[src/rtl/prax_pkg.sv]
// ----------------------------------------------------------------------------
// prax_pkg
// Shared types and constants for the prefixed register ALU execute block.
// ----------------------------------------------------------------------------
package prax_pkg;

  localparam int unsigned WordW = 16;
  localparam int unsigned NumRegs = 15;
  localparam int unsigned RegIdxW = 4;
  localparam logic [RegIdxW-1:0] PcIdx = 4'd15;

  typedef struct packed {
    logic ov;
    logic s;
    logic cy;
    logic z;
  } flags_t;

  typedef struct packed {
    logic alt2;
    logic alt1;
    logic b;
  } prefix_t;

  typedef struct packed {
    logic             reg_write;
    logic [3:0]       reg_index;
    logic [WordW-1:0] reg_value;
    logic             low_write;
    logic [WordW-1:0] low_value;
    logic             pc_write;
    logic [WordW-1:0] new_pc;
    flags_t           flags;
    logic             unhandled;
  } result_t;

  function automatic logic [WordW-1:0] sext8(input logic [7:0] v);
    sext8 = {{8{v[7]}}, v};
  endfunction

endpackage

[src/rtl/prax_core.sv]
// ----------------------------------------------------------------------------
// prax_core
// Register file, flags and prefix state with the single-pass execute logic.
// ----------------------------------------------------------------------------
module prax_core import prax_pkg::*; (
  input  logic       clk,
  input  logic       rst,
  input  logic       step,
  input  logic [7:0] opcode,
  input  logic [15:0] imm_word,
  input  logic [7:0] rom_byte,
  input  logic [15:0] pc,
  output result_t    res
);

  logic [WordW-1:0] regs [NumRegs];
  flags_t  flags;
  prefix_t prefix;
  logic [3:0] src_sel, dst_sel;

  flags_t  flags_next;
  prefix_t prefix_next;
  logic [3:0] src_sel_next, dst_sel_next;
  logic [WordW-1:0] regs_next [NumRegs];

  always_comb begin
    logic [3:0] n;
    logic [15:0] src, rn, m, v;
    logic [16:0] sum;
    logic [16:0] dif;
    logic bw, take, clr;
    logic signed [31:0] prod;
    logic [15:0] prod8;
    logic [3:0] wi;
    logic we;
    logic [15:0] wv;
    n = opcode[3:0];
    src = (src_sel == PcIdx) ? pc : regs[src_sel];
    rn = (n == PcIdx) ? pc : regs[n];
    m = prefix.alt2 ? {12'd0, n} : rn;
    flags_next = flags;
    prefix_next = prefix;
    src_sel_next = src_sel;
    dst_sel_next = dst_sel;
    regs_next = regs;
    clr = 1'b1;
    we = 1'b0; wi = '0; wv = '0;
    sum = '0; dif = '0; bw = 1'b0; take = 1'b0; prod = '0; prod8 = '0; v = '0;
    res = '0;
    if (opcode == 8'h01) begin
    end else if (opcode == 8'h03) begin
      v = {1'b0, src[15:1]};
      we = 1'b1; wi = dst_sel; wv = v;
      flags_next.cy = src[0];
      flags_next.z = (v == 16'd0); flags_next.s = v[15];
    end else if (opcode == 8'h04) begin
      v = {src[14:0], flags.cy};
      we = 1'b1; wi = dst_sel; wv = v;
      flags_next.cy = src[15];
      flags_next.z = (v == 16'd0); flags_next.s = v[15];
    end else if (opcode inside {[8'h05:8'h0f]}) begin
      case (opcode[3:0])
        4'h5: take = 1'b1;
        4'h6: take = flags.s == flags.ov;
        4'h7: take = flags.s != flags.ov;
        4'h8: take = !flags.z;
        4'h9: take = flags.z;
        4'ha: take = !flags.s;
        4'hb: take = flags.s;
        4'hc: take = !flags.cy;
        4'hd: take = flags.cy;
        4'he: take = !flags.ov;
        default: take = flags.ov;
      endcase
      if (take) begin
        res.pc_write = 1'b1; res.new_pc = pc + sext8(imm_word[7:0]);
      end
      clr = 1'b0;
    end else if (opcode inside {[8'h10:8'h1f]}) begin
      if (!prefix.b) begin
        dst_sel_next = n; clr = 1'b0;
      end else begin
        we = 1'b1; wi = n; wv = src;
      end
    end else if (opcode inside {[8'h20:8'h2f]}) begin
      src_sel_next = n; dst_sel_next = n; prefix_next.b = 1'b1; clr = 1'b0;
    end else if (opcode == 8'h3c) begin
      v = regs[12] - 16'd1;
      we = 1'b1; wi = 4'd12; wv = v;
      flags_next.z = (v == 16'd0); flags_next.s = v[15];
      if (v != 16'd0) begin
        res.pc_write = 1'b1; res.new_pc = regs[13];
      end
    end else if (opcode inside {[8'h3d:8'h3f]}) begin
      prefix_next.b = 1'b0;
      if (opcode != 8'h3e) prefix_next.alt1 = 1'b1;
      if (opcode != 8'h3d) prefix_next.alt2 = 1'b1;
      clr = 1'b0;
    end else if (opcode == 8'h4d || opcode == 8'h4f) begin
      v = (opcode == 8'h4d) ? {src[7:0], src[15:8]} : ~src;
      we = 1'b1; wi = dst_sel; wv = v;
      flags_next.z = (v == 16'd0); flags_next.s = v[15];
    end else if (opcode inside {[8'h50:8'h5f]}) begin
      sum = {1'b0, src} + {1'b0, m} + {16'd0, prefix.alt1 & flags.cy};
      flags_next.ov = ~(src[15] ^ m[15]) & (m[15] ^ sum[15]);
      flags_next.cy = sum[16];
      v = sum[15:0];
      we = 1'b1; wi = dst_sel; wv = v;
      flags_next.z = (v == 16'd0); flags_next.s = v[15];
    end else if (opcode inside {[8'h60:8'h6f]}) begin
      m = (!prefix.alt2 || prefix.alt1) ? rn : {12'd0, n};
      bw = !prefix.alt2 && prefix.alt1 && !flags.cy;
      dif = {1'b0, src} - {1'b0, m} - {16'd0, bw};
      v = dif[15:0];
      flags_next.ov = (src[15] ^ m[15]) & (src[15] ^ v[15]);
      flags_next.cy = !dif[16];
      flags_next.z = (v == 16'd0); flags_next.s = v[15];
      if (!(prefix.alt1 && prefix.alt2)) begin
        we = 1'b1; wi = dst_sel; wv = v;
      end
    end else if (opcode == 8'h70) begin
      v = {regs[7][15:8], regs[8][15:8]};
      we = 1'b1; wi = dst_sel; wv = v;
      flags_next.ov = |(v & 16'hc0c0);
      flags_next.s = |(v & 16'h8080);
      flags_next.cy = |(v & 16'he0e0);
      flags_next.z = |(v & 16'hf0f0);
    end else if (opcode inside {[8'h71:8'h7f], [8'hc1:8'hcf]}) begin
      if (opcode[7:4] == 4'h7) v = src & (prefix.alt1 ? ~m : m);
      else v = prefix.alt1 ? (src ^ m) : (src | m);
      we = 1'b1; wi = dst_sel; wv = v;
      flags_next.z = (v == 16'd0); flags_next.s = v[15];
    end else if (opcode inside {[8'h80:8'h8f]}) begin
      if (!prefix.alt1) prod8 = 16'($signed(src[7:0]) * $signed(m[7:0]));
      else prod8 = src[7:0] * m[7:0];
      v = prod8;
      we = 1'b1; wi = dst_sel; wv = v;
      flags_next.z = (v == 16'd0); flags_next.s = v[15];
    end else if (opcode inside {[8'h91:8'h94]}) begin
      we = 1'b1; wi = 4'd11; wv = pc + {12'd0, n};
    end else if (opcode inside {8'h95, 8'h96, 8'h97}) begin
      if (opcode == 8'h95) v = sext8(src[7:0]);
      else if (opcode == 8'h96) begin
        v = {src[15], src[15:1]};
        if (prefix.alt1 && src == 16'hffff) v = '0;
        flags_next.cy = src[0];
      end else begin
        v = {flags.cy, src[15:1]};
        flags_next.cy = src[0];
      end
      we = 1'b1; wi = dst_sel; wv = v;
      flags_next.z = (v == 16'd0); flags_next.s = v[15];
    end else if (opcode inside {[8'h98:8'h9d]}) begin
      if (!prefix.alt1) begin
        res.pc_write = 1'b1; res.new_pc = rn;
      end else res.unhandled = 1'b1;
    end else if (opcode == 8'h9e || opcode == 8'hc0) begin
      v = (opcode == 8'h9e) ? {8'd0, src[7:0]} : {8'd0, src[15:8]};
      we = 1'b1; wi = dst_sel; wv = v;
      flags_next.s = v[7]; flags_next.z = (v == 16'd0);
    end else if (opcode == 8'h9f) begin
      prod = $signed(src) * $signed(regs[6]);
      if (prefix.alt1) begin
        regs_next[4] = prod[15:0];
        res.low_write = 1'b1; res.low_value = prod[15:0];
      end
      v = prod[31:16];
      we = 1'b1; wi = dst_sel; wv = v;
      flags_next.z = (v == 16'd0); flags_next.s = v[15];
      flags_next.cy = prod[15];
    end else if (opcode inside {[8'ha0:8'haf], [8'hf0:8'hff]}) begin
      if (prefix.alt1 || prefix.alt2) res.unhandled = 1'b1;
      else begin
        we = 1'b1; wi = n;
        wv = opcode[6] ? imm_word : sext8(imm_word[7:0]);
      end
    end else if (opcode inside {[8'hb0:8'hbf]}) begin
      if (!prefix.b) begin
        src_sel_next = n; clr = 1'b0;
      end else begin
        v = rn;
        we = 1'b1; wi = dst_sel; wv = v;
        flags_next.ov = v[7];
        flags_next.z = (v == 16'd0); flags_next.s = v[15];
      end
    end else if (opcode inside {[8'hd0:8'hde], [8'he0:8'hee]}) begin
      v = opcode[5] ? regs[n] - 16'd1 : regs[n] + 16'd1;
      we = 1'b1; wi = n; wv = v;
      flags_next.z = (v == 16'd0); flags_next.s = v[15];
    end else if (opcode == 8'hef) begin
      case ({prefix.alt2, prefix.alt1})
        2'b00: v = {8'd0, rom_byte};
        2'b01: v = {rom_byte, src[7:0]};
        2'b10: v = {src[15:8], rom_byte};
        default: v = sext8(rom_byte);
      endcase
      we = 1'b1; wi = dst_sel; wv = v;
    end else begin
      res.unhandled = 1'b1;
    end
    if (we) begin
      if (wi == PcIdx) begin
        res.pc_write = 1'b1; res.new_pc = wv;
      end else begin
        regs_next[wi] = wv;
        res.reg_write = 1'b1; res.reg_index = wi; res.reg_value = wv;
      end
    end
    if (clr) begin
      prefix_next = '0; src_sel_next = '0; dst_sel_next = '0;
    end
    res.flags = flags_next;
  end

  always_ff @(posedge clk) begin
    if (rst) begin
      for (int i = 0; i < NumRegs; i++) regs[i] <= '0;
      flags <= '0;
      prefix <= '0;
      src_sel <= '0;
      dst_sel <= '0;
    end else if (step) begin
      regs <= regs_next;
      flags <= flags_next;
      prefix <= prefix_next;
      src_sel <= src_sel_next;
      dst_sel <= dst_sel_next;
    end
  end

`ifndef SYNTH
  a_clr_unh: assert property (@(posedge clk) disable iff (rst)
    step && res.unhandled |=> prefix == '0 && src_sel == '0 && dst_sel == '0)
    else $error("prefix kept after unhandled opcode");
  a_one_w: assert property (@(posedge clk) disable iff (rst)
    step && res.reg_write |-> res.reg_index != PcIdx)
    else $error("r15 written as general register");
  a_low: assert property (@(posedge clk) disable iff (rst)
    step && res.low_write |=> regs[4] == $past(res.low_value) ||
      $past(res.reg_index) == 4'd4)
    else $error("low product lost");
`endif

endmodule

[src/rtl/prefixed_register_alu_execute.sv]
// ----------------------------------------------------------------------------
// prefixed_register_alu_execute
// Execute stage for a 16-bit prefix-modified register machine.
// ----------------------------------------------------------------------------
// One instruction per cycle: a request is executed in the cycle it is
// accepted and its result sits in an output register; a new request is taken
// whenever that register is empty or being drained. Memory, plot, color,
// cache and stop opcodes raise unhandled and only clear the prefix state.
module prefixed_register_alu_execute import prax_pkg::*; (
  input  logic        clk,
  input  logic        rst,
  input  logic        in_valid,
  output logic        in_ready,
  input  logic [7:0]  opcode,
  input  logic [15:0] imm_word,
  input  logic [7:0]  rom_byte,
  input  logic [15:0] pc,
  output logic        out_valid,
  input  logic        out_ready,
  output logic        reg_write,
  output logic [3:0]  reg_index,
  output logic [15:0] reg_value,
  output logic        low_write,
  output logic [15:0] low_value,
  output logic        pc_write,
  output logic [15:0] new_pc,
  output logic        zero_flag,
  output logic        carry_flag,
  output logic        sign_flag,
  output logic        overflow_flag,
  output logic        unhandled
);

  result_t res, res_q;
  logic step;

  assign in_ready = !out_valid || out_ready;
  assign step = in_valid && in_ready;

  prax_core u_core (
    .clk, .rst, .step, .opcode, .imm_word, .rom_byte, .pc, .res
  );

  always_ff @(posedge clk) begin
    if (rst) out_valid <= 1'b0;
    else if (in_ready) out_valid <= in_valid;
  end

  always_ff @(posedge clk) begin
    if (step) res_q <= res;
  end

  assign reg_write = res_q.reg_write;
  assign reg_index = res_q.reg_index;
  assign reg_value = res_q.reg_value;
  assign low_write = res_q.low_write;
  assign low_value = res_q.low_value;
  assign pc_write = res_q.pc_write;
  assign new_pc = res_q.new_pc;
  assign zero_flag = res_q.flags.z;
  assign carry_flag = res_q.flags.cy;
  assign sign_flag = res_q.flags.s;
  assign overflow_flag = res_q.flags.ov;
  assign unhandled = res_q.unhandled;

`ifndef SYNTH
  a_hold: assert property (@(posedge clk) disable iff (rst)
    out_valid && !out_ready |=> out_valid && $stable(res_q))
    else $error("result dropped while stalled");
  a_take: assert property (@(posedge clk) disable iff (rst)
    step |=> out_valid)
    else $error("accepted request produced no result");
  a_rdy: assert property (@(posedge clk) disable iff (rst)
    !out_valid |-> in_ready)
    else $error("stalled while empty");
`endif

endmodule

[config.mk]
export PLATFORM = sky130hd
export DESIGN_NAME = prefixed_register_alu_execute
export DESIGN_NICKNAME = d
export VERILOG_FILES = /design/src/rtl/prax_pkg.sv /design/src/rtl/prax_core.sv /design/src/rtl/prefixed_register_alu_execute.sv
export SDC_FILE = /design/constraint.sdc
export NUM_CORES = 2
export LEC_CHECK = 0
export BUFFER_PORTS_ARGS = -buffer_cell sky130_fd_sc_hd__buf_4
export CAP_MARGIN = 20
export CORE_MARGIN = 2
export CORE_UTILIZATION = 40
export CTS_BUF_LIST = sky130_fd_sc_hd__clkbuf_8
export CTS_CLUSTER_SIZE = 20
export DETAILED_ROUTE_END_ITERATION = 12
export PLACE_DENSITY = 0.62
export SLEW_MARGIN = 10
export SYNTH_ARGS = -nofsm -noshare
export SYNTH_HDL_FRONTEND = slang
export SYNTH_HIERARCHICAL = 1
export SYNTH_SLANG_ARGS = --single-unit
export TNS_END_PERCENT = 30
[constraint.sdc]
create_clock -name clk -period 12.64 [get_ports clk]
set_input_delay 0.632 -clock clk [delete_from_list [all_inputs] [get_ports clk]]
set_output_delay 0.632 -clock clk [all_outputs]
set_load 0.005 [all_outputs]
==> results_dict.tcl <==
set metrics [dict create \
    status "complete, no violations" \
    setup_tns_ns 0 \
    grt_setup_unrepaired "false" \
    cp_slowest_cell "dfxtp_2" \
    synth_cell_type_count 110 \
    path_max_fanout 27 \
    die_w_um 318 \
    drt_pass1_iterations 9 \
    fmax_mhz 87.7 \
    ant_nets 0 \
    grt_max_degree 61 \
    cts_setup_buffers 0 \
    peakVddDrop_v 0.0000896 \
    numCtsBuffers 57 \
    worstSetupPathType "flip-flop to flip-flop" \
    syn-num-nets 5422 \
    skew_ns 0.0766 \
    final-hold-violation-count 0 \
    ctsResizeCount 0 \
    grt_usage_pct 38.6 \
    ys_seq_elements 316 \
    avgRoutedWirePerCell_um 32.8 \
    seq_area_frac_synth_pct 17.5 \
    grt_antenna_before_repair 20 \
    port_buffers 113 \
    finalSetupViolCount 0 \
    finalCriticalPeriod_ns 11.40 \
    worstMarginPinSlew_ns 1.40 \
    critPathRequiredTime_ns 13.21 \
    clockBufferDepth 3 \
    nets 5415 \
    clk_pin_slew_ns 0.06 \
    wl_um 200000 \
    ys_warn_count 6 \
    route.vias.total 39400 \
    finalMaxSlewViolations 0 \
    hold_path_class "primary input to flip-flop" \
    hpwlAfterDp_um 154000 \
    io_pins 114 \
    root_buffer "clkbuf_8" \
    max_stage_delay_ns 0.95 \
    cp_top_family "adder cells" \
    cts.htree.levels 2 \
    cp.arrival_ns 11.97 \
    postCtsHoldBufs 0 \
    post-route-drc-count 0 \
    gr-total-overflow 0 \
    critPathLaunchType "flip-flop" \
    powerDensity_mw_per_mm2 78.5 \
    coreArea_sq_mm 0.0981 \
    leakagePower_uw 0.0186 \
    finalWorstSetupSlack_ns 1.24 \
    rows 115 \
    via_per_inst 6.44 \
    die_area_sq_mm 0.101 \
    async_flop_share_pct 0 \
    start_util_pct 40.3 \
    cts.sinks 316 \
    max_cap_viol_count 0 \
    cp-end-kind "flip-flop" \
    post-place-ws_ns 1.28 \
    finalCritPeriodShare_pct 90.2 \
    slew_headroom_pct 6.44 \
    syn-cell-area_sq_mm 0.0395 \
    fillCellCount 9880 \
    drive_gt1_share_pct 11.2 \
    worst-path-buf-inv 9 \
    avgSynthCellArea_sq_um 8.27 \
    cts_tree "yes" \
    clock_latency_ns 0.80 \
    synth-main-ff-cell "dfxtp_1" \
    drt_iter0_drc 5500 \
    die_h_um 318 \
    grt_pass1_vias 37600 \
    synth_edf_count 60 \
    crit_top_cell "fa_1" \
    routabilityCongestion 1.09 \
    grt_pass1_wl_um 282000 \
    netlist_instances 4779 \
    area_delta_synth_final_pct 9.23 \
]
[worst min-delay path, stage by stage]
cell     delay, ns
buf_4         0.08
inv_1         0.04
a21oi_2       0.09
[per-layer routing]
layer	GRT usage [%]	part of all wire [%]
met4	21.6	6.8
met1	51.6	40
met2	55.4	41
met5	0	0.061
met3	11.7	12
[per-stage QoR]
step	cell area [sq um]	hold WS [ns]	std cells	util, %	total power (uW)
final	43200	0.151	6115	44.0	3390
after global routing	43100	0.169	6107	44.0	3470
after CTS	43100	0.127	6102	43.9	3330
after detailed placement	41900	0.463	5997	42.7	2250
after global placement	41800	0.453	5992	42.6	2250
after floorplan	39500	0.435	4779	-	1730
[synthesized netlist by cell type (21+ instances only)]
| library cell | n | area, sq um |
|---|---|---|
| nor2_1 | 404 | 1520 |
| edfxtp_1 | 60 | 1800 |
| nor4_1 | 27 | 169 |
| buf_2 | 48 | 240 |
| nand2_1 | 507 | 1900 |
| buf_1 | 25 | 93.8 |
| ha_1 | 237 | 2970 |
| clkbuf_1 | 233 | 875 |
| mux4_2 | 69 | 1550 |
| nor2b_1 | 23 | 144 |
| a21oi_1 | 286 | 1430 |
| mux2i_1 | 105 | 1050 |
| or3_1 | 21 | 131 |
| o211ai_1 | 50 | 375 |
| a21o_1 | 47 | 353 |
| nand3_1 | 108 | 541 |
| nand2b_1 | 31 | 194 |
| xor2_1 | 55 | 482 |
| and3_1 | 32 | 200 |
| fa_1 | 354 | 7090 |
| dfxtp_1 | 256 | 5120 |
| o31ai_1 | 22 | 165 |
| a221oi_1 | 39 | 342 |
| nor3_1 | 59 | 295 |
| o22ai_1 | 37 | 231 |
| o21ai_0 | 167 | 836 |
| a221o_1 | 25 | 250 |
| inv_1 | 516 | 1940 |
| o221ai_1 | 30 | 263 |
| a31oi_1 | 45 | 282 |
| a211oi_1 | 131 | 983 |
| o21ai_1 | 49 | 245 |
| a22oi_1 | 34 | 255 |
| nand4_1 | 38 | 238 |
| xnor2_1 | 93 | 815 |
| and2_1 | 145 | 907 |
[layout by cell type (no fill, tap or decap), types with 18 or more instances in the layout]
cell      instances
o22ai_1          36
a31oi_1          42
mux2i_1         105
o21ai_1          48
clkbuf_8         70
nand4_1          38
a221oi_1         39
fa_1            354
a21oi_1         282
xnor2_1          93
nand2b_1         31
ha_1            237
or3_1            21
o21ai_0         167
nor2_1          391
xor2_1           55
nand2_1         507
o31ai_1          22
o221ai_1         30
a21o_1           47
edfxtp_1         60
nand3_1         107
inv_2            20
mux4_2           69
o211ai_1         50
dfxtp_1         252
buf_4           256
nor2b_1          23
nor4_1           26
a221o_1          25
nor2_2           18
inv_1           536
a22oi_1          34
and3_1           32
a211oi_1        130
nor3_1           57
and2_1          145
[logic make-up after synthesis]
group | after synthesis | share of synthesized area, %
AOI/OAI and AO/OA | 1171 | 20.1
buffers and inverters | 868 | 8.75
adders and majority gates | 591 | 25.4
muxes | 198 | 7.28
DFF | 316 | 17.5
xor gates and xnor gates | 148 | 3.28
and+or+nand+nor | 1487 | 17.6
[worst paths after layout]
kind	start	endpoint	slack, ns	cells past startpoint
setup / recovery	u_core/src_sel[0]	u_core/regs[104]	1.24	33
hold / removal	in_valid	out_valid	0.15	3
setup reg to reg	u_core/src_sel[0]	u_core/regs[104]	1.24	33
hold reg to reg	u_core/regs[214]	u_core/regs[214]	0.48	2
[power by group]
group / internal (uW) / leakage (uW) / switching, uW
sequential: 1050 / 0.00267 / 23.7
combinational: 352 / 0.0153 / 870
clock: 565 / 0.000698 / 525
[sequential cells by signal, summed over array words and instances, names as in the netlist, 3 cells and up]
register        flops
u_core/dst_sel      4
low_value          16
new_pc             16
u_core/prefix       3
u_core/regs       240
u_core/flags        4
reg_value          16
u_core/src_sel      4
reg_index           4
[area by class of cell]
| cell class | instances | area [sq um] | area share (%) |
|---|---|---|---|
| Multi-Input combinational cell | 3595 | 29300 | 67.9 |
| Inverter | 538 | 2020 | 4.68 |
| Clock buffer | 70 | 963 | 2.23 |
| Sequential cell | 316 | 6940 | 16.1 |
| Antenna cell | 10 | 25.0 | 0.0580 |
| Timing Repair Buffer | 264 | 2040 | 4.72 |
| Clock inverter | 35 | 253 | 0.586 |
| Tap cell | 1287 | 1610 | 3.73 |
(Power assumes the default switching activity.)
